`src/design/dvpd_pkg.sv`:
```
// Shared types and constants of the delta varint posting decoder.
package dvpd_pkg;

  // Width of a document id and of the id counter
  localparam int unsigned ID_WIDTH    = 64;
  localparam int unsigned COUNT_WIDTH = 32;
  // Configuration register width
  localparam int unsigned CFG_WIDTH   = 32;
  // LEB128 group size and width of the group shift position
  localparam int unsigned GROUP_BITS  = 7;
  localparam int unsigned SHIFT_W     = 7;
  // Largest group position ever held: last legal position plus one group
  localparam int unsigned SHIFT_MAX   = ((ID_WIDTH + GROUP_BITS - 1) / GROUP_BITS) * GROUP_BITS;

  typedef logic [ID_WIDTH-1:0]    id_t;
  typedef logic [COUNT_WIDTH-1:0] count_t;
  typedef logic [SHIFT_W-1:0]     shift_t;

  // Result status codes
  typedef enum logic [2:0] {
    ST_OK        = 3'd0,
    ST_TOO_LONG  = 3'd1,
    ST_OVERFLOW  = 3'd2,
    ST_TRUNCATED = 3'd3,
    ST_TRAILING  = 3'd4
  } status_e;

endpackage

```
`src/design/dvpd_if.sv`:
```
// Valid/ready channel interfaces for encoded bytes and decoded results.
interface dvpd_byte_if;
  logic       valid;
  logic       ready;
  logic [7:0] data_byte;
  logic       last_byte;

  modport source (output valid, output data_byte, output last_byte, input ready);
  modport sink   (input valid, input data_byte, input last_byte, output ready);
endinterface

interface dvpd_result_if;
  logic             valid;
  logic             ready;
  dvpd_pkg::id_t     doc_id;
  logic             has_doc_id;
  dvpd_pkg::status_e status;
  logic             end_of_list;

  modport source (output valid, output doc_id, output has_doc_id, output status,
                  output end_of_list, input ready);
  modport sink   (input valid, input doc_id, input has_doc_id, input status,
                  input end_of_list, output ready);
endinterface

```
`src/design/delta_varint_posting_decoder_unit.sv`:
```
// A transferred byte is held in the byte register; its result is then registered in the result register.
// Throughput: one byte per cycle unless the result side stalls; the per-byte shift-or
// and the 64-bit add share one stage between the byte register and the result register.
// Stalls from the result side propagate back through the two register stages.
// Reset (async, active low) clears list state, the count register and both valid flags.
// Every byte flagged last clears the list state for the next list.
module delta_varint_posting_decoder_unit (
  input  logic                   clk_i,
  input  logic                   rst_ni,
  input  logic                   cfg_we_i,
  input  logic [dvpd_pkg::CFG_WIDTH-1:0] cfg_wdata_i,
  dvpd_byte_if.sink              in_i,
  dvpd_result_if.source          out_o
);
  import dvpd_pkg::*;

  // Configuration
  count_t  expected_count_q;

  // Byte register
  logic       in_valid_q;
  logic [7:0] in_byte_q;
  logic       in_last_q;

  // List state
  id_t     partial_q, partial_d;
  shift_t  shift_q, shift_d;
  id_t     running_q, running_d;
  count_t  count_q, count_d;
  logic    error_q, error_d;

  // Result register
  logic    res_valid_q;
  id_t     res_id_q;
  logic    res_has_q;
  status_e res_status_q;
  logic    res_eol_q;

  // Per-byte results
  id_t            merged;
  logic [ID_WIDTH:0] sum;
  id_t            next_id;
  logic           first;
  status_e        status;
  logic           has_id;
  logic           emit;
  logic           advance;

  // Stage control
  assign advance     = !res_valid_q || out_o.ready;
  assign in_i.ready  = !in_valid_q || advance;

  // Configuration register
  always_ff @(posedge clk_i or negedge rst_ni) begin
    if (!rst_ni) begin
      expected_count_q <= '0;
    end else if (cfg_we_i) begin
      expected_count_q <= cfg_wdata_i[COUNT_WIDTH-1:0];
    end
  end

  // Byte register
  always_ff @(posedge clk_i or negedge rst_ni) begin
    if (!rst_ni) begin
      in_valid_q <= 1'b0;
    end else if (in_i.ready) begin
      in_valid_q <= in_i.valid;
    end
  end

  always_ff @(posedge clk_i) begin
    if (in_i.valid && in_i.ready) begin
      in_byte_q <= in_i.data_byte;
      in_last_q <= in_i.last_byte;
    end
  end

  // Group merge and delta add
  assign merged = partial_q | (ID_WIDTH'(in_byte_q[GROUP_BITS-1:0]) << shift_q);
  assign sum    = {1'b0, running_q} + {1'b0, merged};
  assign first  = (count_q == '0);

  // Decode step: next list state and result
  always_comb begin
    partial_d = partial_q;
    shift_d   = shift_q;
    running_d = running_q;
    count_d   = count_q;
    error_d   = error_q;
    status    = ST_OK;
    has_id    = 1'b0;
    emit      = 1'b0;
    next_id   = first ? merged : sum[ID_WIDTH-1:0];

    if (!error_q) begin
      priority if (count_q >= expected_count_q) begin
        status = ST_TRAILING;
      end else if (shift_q >= SHIFT_W'(ID_WIDTH)) begin
        status = ST_TOO_LONG;
      end else begin
        partial_d = merged;
        if (!in_byte_q[7]) begin
          // final byte of a varint
          if (!first && sum[ID_WIDTH]) begin
            status = ST_OVERFLOW;
          end else begin
            // a zero delta repeats the previous id: counted, not shown
            if (first || merged != '0) begin
              has_id = 1'b1;
              emit   = 1'b1;
            end
            running_d = next_id;
            count_d   = count_q + 1'b1;
            partial_d = '0;
            shift_d   = '0;
          end
        end else begin
          shift_d = shift_q + SHIFT_W'(GROUP_BITS);
        end
      end

      if (status != ST_OK) begin
        error_d = 1'b1;
        emit    = 1'b1;
      end else if (in_last_q && (shift_d != '0 || partial_d != '0 ||
                                 count_d < expected_count_q)) begin
        status = ST_TRUNCATED;
      end
    end

    // end of list: always a result, then clear
    if (in_last_q) begin
      emit      = 1'b1;
      partial_d = '0;
      shift_d   = '0;
      running_d = '0;
      count_d   = '0;
      error_d   = 1'b0;
    end
  end

  // List state registers
  always_ff @(posedge clk_i or negedge rst_ni) begin
    if (!rst_ni) begin
      partial_q <= '0;
      shift_q   <= '0;
      running_q <= '0;
      count_q   <= '0;
      error_q   <= 1'b0;
    end else if (advance && in_valid_q) begin
      partial_q <= partial_d;
      shift_q   <= shift_d;
      running_q <= running_d;
      count_q   <= count_d;
      error_q   <= error_d;
    end
  end

  // Result register
  always_ff @(posedge clk_i or negedge rst_ni) begin
    if (!rst_ni) begin
      res_valid_q <= 1'b0;
    end else if (advance) begin
      res_valid_q <= in_valid_q && emit;
    end
  end

  always_ff @(posedge clk_i) begin
    if (advance && in_valid_q && emit) begin
      res_id_q     <= has_id ? next_id : '0;
      res_has_q    <= has_id;
      res_status_q <= status;
      res_eol_q    <= in_last_q;
    end
  end

  assign out_o.valid       = res_valid_q;
  assign out_o.doc_id      = res_id_q;
  assign out_o.has_doc_id  = res_has_q;
  assign out_o.status      = res_status_q;
  assign out_o.end_of_list = res_eol_q;

`ifndef SYNTHESIS
  // An id only travels with a clean or truncated status
  assert property (@(posedge clk_i) disable iff (!rst_ni)
    out_o.valid && out_o.has_doc_id |->
      out_o.status == ST_OK || out_o.status == ST_TRUNCATED)
    else $error("id reported together with an error status");

  // A result without an id carries a zero id
  assert property (@(posedge clk_i) disable iff (!rst_ni)
    out_o.valid && !out_o.has_doc_id |-> out_o.doc_id == '0)
    else $error("nonzero id on a result without id");

  // Group position never runs past one group beyond the id width
  assert property (@(posedge clk_i) disable iff (!rst_ni)
    shift_q <= SHIFT_W'(SHIFT_MAX))
    else $error("group position out of range");

  // A stalled result with a byte waiting blocks the input
  assert property (@(posedge clk_i) disable iff (!rst_ni)
    out_o.valid && !out_o.ready && in_valid_q |-> !in_i.ready)
    else $error("input accepted while both stages are full");

  // The last byte of a list leaves the list state cleared
  assert property (@(posedge clk_i) disable iff (!rst_ni)
    advance && in_valid_q && in_last_q |=> count_q == '0 && !error_q && shift_q == '0)
    else $error("list state not cleared after last byte");
`endif

endmodule
```
`src/flat_wrapper.sv`:
```
// flat-port wrapper written by rule: the top's interface ports become plain ports
module delta_varint_posting_decoder_unit_flat import dvpd_pkg::*;
  (clk_i, rst_ni, cfg_we_i, cfg_wdata_i, in_i_valid, in_i_data_byte, in_i_last_byte, in_i_ready, out_o_valid, out_o_doc_id, out_o_has_doc_id, out_o_status, out_o_end_of_list, out_o_ready);
  dvpd_byte_if in_i_i ();
  dvpd_result_if out_o_i ();
  input  logic clk_i;
  input  logic rst_ni;
  input  logic cfg_we_i;
  input  logic [dvpd_pkg::CFG_WIDTH-1:0] cfg_wdata_i;
  input wire logic [$bits(in_i_i.valid)-1:0] in_i_valid;
  input wire logic [$bits(in_i_i.data_byte)-1:0] in_i_data_byte;
  input wire logic [$bits(in_i_i.last_byte)-1:0] in_i_last_byte;
  output wire logic [$bits(in_i_i.ready)-1:0] in_i_ready;
  output wire logic [$bits(out_o_i.valid)-1:0] out_o_valid;
  output wire logic [$bits(out_o_i.doc_id)-1:0] out_o_doc_id;
  output wire logic [$bits(out_o_i.has_doc_id)-1:0] out_o_has_doc_id;
  output wire logic [$bits(out_o_i.status)-1:0] out_o_status;
  output wire logic [$bits(out_o_i.end_of_list)-1:0] out_o_end_of_list;
  input wire logic [$bits(out_o_i.ready)-1:0] out_o_ready;
  assign in_i_i.valid = in_i_valid;
  assign in_i_i.data_byte = in_i_data_byte;
  assign in_i_i.last_byte = in_i_last_byte;
  assign in_i_ready = in_i_i.ready;
  assign out_o_valid = out_o_i.valid;
  assign out_o_doc_id = out_o_i.doc_id;
  assign out_o_has_doc_id = out_o_i.has_doc_id;
  assign out_o_status = out_o_i.status;
  assign out_o_end_of_list = out_o_i.end_of_list;
  assign out_o_i.ready = out_o_ready;
  delta_varint_posting_decoder_unit u_core (.clk_i(clk_i), .rst_ni(rst_ni), .cfg_we_i(cfg_we_i), .cfg_wdata_i(cfg_wdata_i), .in_i(in_i_i), .out_o(out_o_i));
endmodule
```
`config.mk`:
```
export PLATFORM = sky130hd
export DESIGN_NAME = delta_varint_posting_decoder_unit_flat
export DESIGN_NICKNAME = d
export VERILOG_FILES = /design/src/design/dvpd_pkg.sv /design/src/design/dvpd_if.sv /design/src/design/delta_varint_posting_decoder_unit.sv /design/src/flat_wrapper.sv
export SDC_FILE = /design/constraint.sdc
export NUM_CORES = 1
export LEC_CHECK = 0
export ABC_AREA = 1
export ABC_CLOCK_PERIOD_IN_PS = 18800
export BUFFER_PORTS_ARGS = -buffer_cell sky130_fd_sc_hd__clkbuf_2
export CAP_MARGIN = 15
export CORE_MARGIN = 2
export CORE_UTILIZATION = 56
export CTS_CLUSTER_SIZE = 8
export DETAILED_ROUTE_END_ITERATION = 6
export PLACE_DENSITY = 0.72
export SKIP_LAST_GASP = 1
export SLEW_MARGIN = 10
export SYNTH_ARGS = -nofsm -noshare
export SYNTH_HDL_FRONTEND = slang
export SYNTH_SLANG_ARGS = --single-unit
export TNS_END_PERCENT = 100
```
`constraint.sdc`:
```
create_clock -name clk_i -period 18.8 [get_ports clk_i]
set_input_delay 2.82 -clock clk_i [delete_from_list [all_inputs] [get_ports clk_i]]
set_output_delay 2.82 -clock clk_i [all_outputs]
set_load 0.01 [all_outputs]
```
==> results.sh <==
export IMPL_netlist_area_um2=19200
export IMPL_grt_max_degree=94
export IMPL_rsz0062_at_grt="no"
export IMPL_dpl_cell_area_um2=20100
export IMPL_first_global_vias=17300
export IMPL_row_count=67
export IMPL_clock_skew_ns=0.0184
export IMPL_fin_util=0.630
export IMPL_routed_wl_um=58300
export IMPL_slowest_stage="nor2_1"
export IMPL_grt_pass1_wl_um=92700
export IMPL_core_area_um2=33700
export IMPL_first_iter_violations=1602
export IMPL_status="finished clean"
export IMPL_arrival_ns=7.60
export IMPL_num_fill_cells=3062
export IMPL_pwr_share_seq=0.361
export IMPL_hold_depth=1
export IMPL_crit_buf_inv=5
export IMPL_slew_viol_final=0
export IMPL_cts_inserted_buffers=41
export IMPL_cts_hold_buf=0
export IMPL_r2r_cells=31
export IMPL_clk_pin_slew_ns=0.06
export IMPL_hold_class="reg2reg"
export IMPL_avgRoutedWirePerCell_um=18.9
export IMPL_finalHoldViolCount=0
export IMPL_vias_per_cell=5.83
export IMPL_cap_violations=0
export IMPL_num_vias=18027
export IMPL_num_io_pins=117
export IMPL_fmaxAchievable_mhz=139
export IMPL_max_slew_margin=0.270
export IMPL_fin_setup_tns_ns=0
export IMPL_setup_viol=0
export IMPL_min_period_over_period=0.383
export IMPL_drc=0
export IMPL_worstSkewPairLatency_ns=0.56
export IMPL_pwr_share_clk=0.327
export IMPL_ys_seq_area_frac=0.385
export IMPL_fp_dieW_um=189
export IMPL_cp_data_required_time_ns=19.20
export IMPL_timing_rr_end="u_core.out_o.status[1]$_SDFFCE_PP0P_"
export IMPL_path_common_cell="nand2_1"
export IMPL_numPortBuffers=116
export IMPL_synthArstFlopShare=0.721
export IMPL_cpPeakStageDelay_ns=0.82
export IMPL_ant_nets=0
export IMPL_report_power_total_mw=2.10
export IMPL_crit_path_start_kind="flip-flop"
export IMPL_root_buffer="clkbuf_16"
export IMPL_post_route_cell_area_um2=21200
export IMPL_clock_sinks=280
export IMPL_synthesis_nets=2706
export IMPL_yosysWarnings=0
export IMPL_die_area_um2=35800
export IMPL_min_from="u_core.running_q[31]$_DFFE_PN0P_"
export IMPL_die_height_um=189
export IMPL_ys_types=65
export IMPL_tritoncts="built"
export IMPL_worst_pin_slew_ns=1.10
export IMPL_fin_nets=2790
export IMPL_pwr_density_cell_nw_per_um2=98.7
export IMPL_ys_top_cells_by_area="dfrtp_1 (26%), edfxtp_1 (12%), nand2_1 (11%)"
export IMPL_ys_flop_type="dfrtp_1"
export IMPL_grt_total_usage=0.327
export IMPL_syn2layout_area_growth_pct=10.5
export IMPL_drtPass1Iterations=6
export IMPL_yosysTopAreaCell="dfrtp_1"
export IMPL_cts_setup_buffers=0
export IMPL_setup_ws_ns=11.60
export IMPL_synth_seq_cells=280
export IMPL_path_class="reg2reg"
export IMPL_synth_edff_count=78
export IMPL_critical_path_top_delay_family="simple AND/OR/NAND/NOR gates"
export IMPL_swShare=0.369
export IMPL_start_util=0.570
export IMPL_crit_fanout=74
export IMPL_p_int_mw=1.32
export IMPL_final_layout_size_suffix_gt1_frac=0.0954
export IMPL_pwr_share_comb=0.312
export IMPL_dp_slack_ns=11.84
export IMPL_whs_endpoint="u_core.running_q[31]$_DFFE_PN0P_"
export IMPL_htreeDepth=2
export IMPL_power_leakage_nw=10.2
export IMPL_diodes=0
export IMPL_syn_instance_count=2529
export IMPL_peakVddDrop_mv=0.0782
export IMPL_antenna_found_initial=0
export IMPL_period_minus_slack_ns=7.20
export IMPL_regToRegSetupSlack_ns=11.60
export IMPL_syn_avg_cell_area_um2=7.60
export IMPL_cts_resized=0
export IMPL_dp_hpwl_um=43100
export IMPL_synth_top_cell_area_share=0.263
export IMPL_gp_congestion=1.00
export IMPL_r2r_start="u_core.shift_q[5]$_DFFE_PN0P_"
export IMPL_clk_path_buf_depth=3
export IMPL_end_kind="flip-flop"
export IMPL_p_sw_uw=773
export IMPL_grt_overflow=0
==> power by group through the flow <==
stage | clock, mW | sequential (mW) | combinational, mW
5_1_grt | 0.719 | 0.764 | 0.727
3_3_place_gp | 0 | 0.763 | 0.629
3_5_place_dp | 0 | 0.766 | 0.645
6_report | 0.686 | 0.757 | 0.655
4_1_cts | 0.698 | 0.756 | 0.648
2_1_floorplan | 0 | 0.769 | 0.442
==> sequential cells by signal, indices dropped and copies added (netlist names) <==
register,count
u_core.count_q,32
u_core.error_q,1
u_core.expected_count_q,32
u_core.in_byte_q,8
u_core.in_last_q,1
u_core.in_valid_q,1
u_core.out_o.doc_id,64
u_core.out_o.end_of_list,1
u_core.out_o.has_doc_id,1
u_core.out_o.status,3
u_core.out_o.valid,1
u_core.partial_q,64
u_core.running_q,64
u_core.shift_q,7
==> worst max-delay path by stage <==
stage | start | endpoint | cells past startpoint
2_1_floorplan | u_core.shift_q[0]$_DFFE_PN0P_ | u_core.out_o.doc_id[0]$_SDFFCE_PN0P_ | 29
3_3_place_gp | u_core.shift_q[5]$_DFFE_PN0P_ | u_core.out_o.status[1]$_SDFFCE_PP0P_ | 32
3_5_place_dp | u_core.shift_q[5]$_DFFE_PN0P_ | u_core.out_o.status[1]$_SDFFCE_PP0P_ | 32
4_1_cts | u_core.shift_q[5]$_DFFE_PN0P_ | u_core.out_o.status[1]$_SDFFCE_PP0P_ | 32
5_1_grt | u_core.shift_q[5]$_DFFE_PN0P_ | u_core.out_o.status[1]$_SDFFCE_PP0P_ | 34
6_report | u_core.shift_q[5]$_DFFE_PN0P_ | u_core.out_o.status[1]$_SDFFCE_PP0P_ | 31
==> layout make-up <==
class	instances	area (um^2)	area share
multi-input combinational	1847	10200	0.481
sequential	280	7400	0.348
inverter	308	1160	0.0544
clock buffer	69	1140	0.0537
timing repair buffer	135	744	0.0350
tap	448	561	0.0264
clock inverter	3	22.5	0.00106
==> metal layers <==
| layer | GRT usage | wire length, um | vias up |
|---|---|---|---|
| li1 | - | - | 8759 |
| met1 | 0.430 | 24800 | 8470 |
| met2 | 0.544 | 27700 | 658 |
| met3 | 0.0445 | 3420 | 140 |
| met4 | 0.142 | 2500 | 0 |
| met5 | 0 | 0 | - |
==> cells in the final DEF, fill, tap and decap left out, types with 5 or more instances in the layout <==
master,synthesis,layout
inv_1,293,291
a31oi_1,13,13
nor3_1,25,25
a211oi_1,5,5
nand3_1,53,53
clkbuf_1,58,27
a21oi_1,145,143
nor4_1,30,30
o21a_1,8,8
edfxtp_1,78,78
xor2_1,41,41
or2_2,9,9
a21o_1,8,8
o21ai_1,24,24
xnor2_1,22,22
nand2_1,586,585
o21ai_0,240,240
clkbuf_16,0,41
nor2_1,236,234
o31ai_1,7,7
buf_4,12,18
a21oi_2,7,7
o22ai_1,80,80
o211ai_1,68,68
clkbuf_2,1,115
nand2_2,7,8
nand4_1,36,36
ha_1,130,130
dfrtp_1,202,202
and2_1,8,8
inv_2,13,15
==> Yosys cell counts, types with 22 or more instances <==
library cell / count
edfxtp_1: 78
ha_1: 130
a21oi_1: 145
nand3_1: 53
nor4_1: 30
clkbuf_1: 58
o22ai_1: 80
nand2_1: 586
o21ai_1: 24
o21ai_0: 240
nand4_1: 36
o211ai_1: 68
xor2_1: 41
dfrtp_1: 202
xnor2_1: 22
nor3_1: 25
nor2_1: 236
inv_1: 293
==> kinds of logic (layout without fill, tap and decap cells) <==
kind of cell | after synthesis | after routing | synth area share
xor gates and xnor gates | 64 | 64 | 0.0296
and+or+nand+nor | 1019 | 1019 | 0.224
buffers and inverters | 402 | 515 | 0.0849
muxes | 2 | 2 | 0.00111
adders and majority gates | 131 | 131 | 0.0857
DFF | 280 | 280 | 0.385
AOI/OAI and AO/OA | 631 | 631 | 0.190
==> stage by stage <==
step	hold WS [ns]	cells
final	0.492	3090
after global placement	0.468	3017
after floorplan	0.455	2529
after global routing	0.510	3090
after detailed placement	0.481	3017
after CTS	0.493	3089
Power figures use the tool's default switching activity.
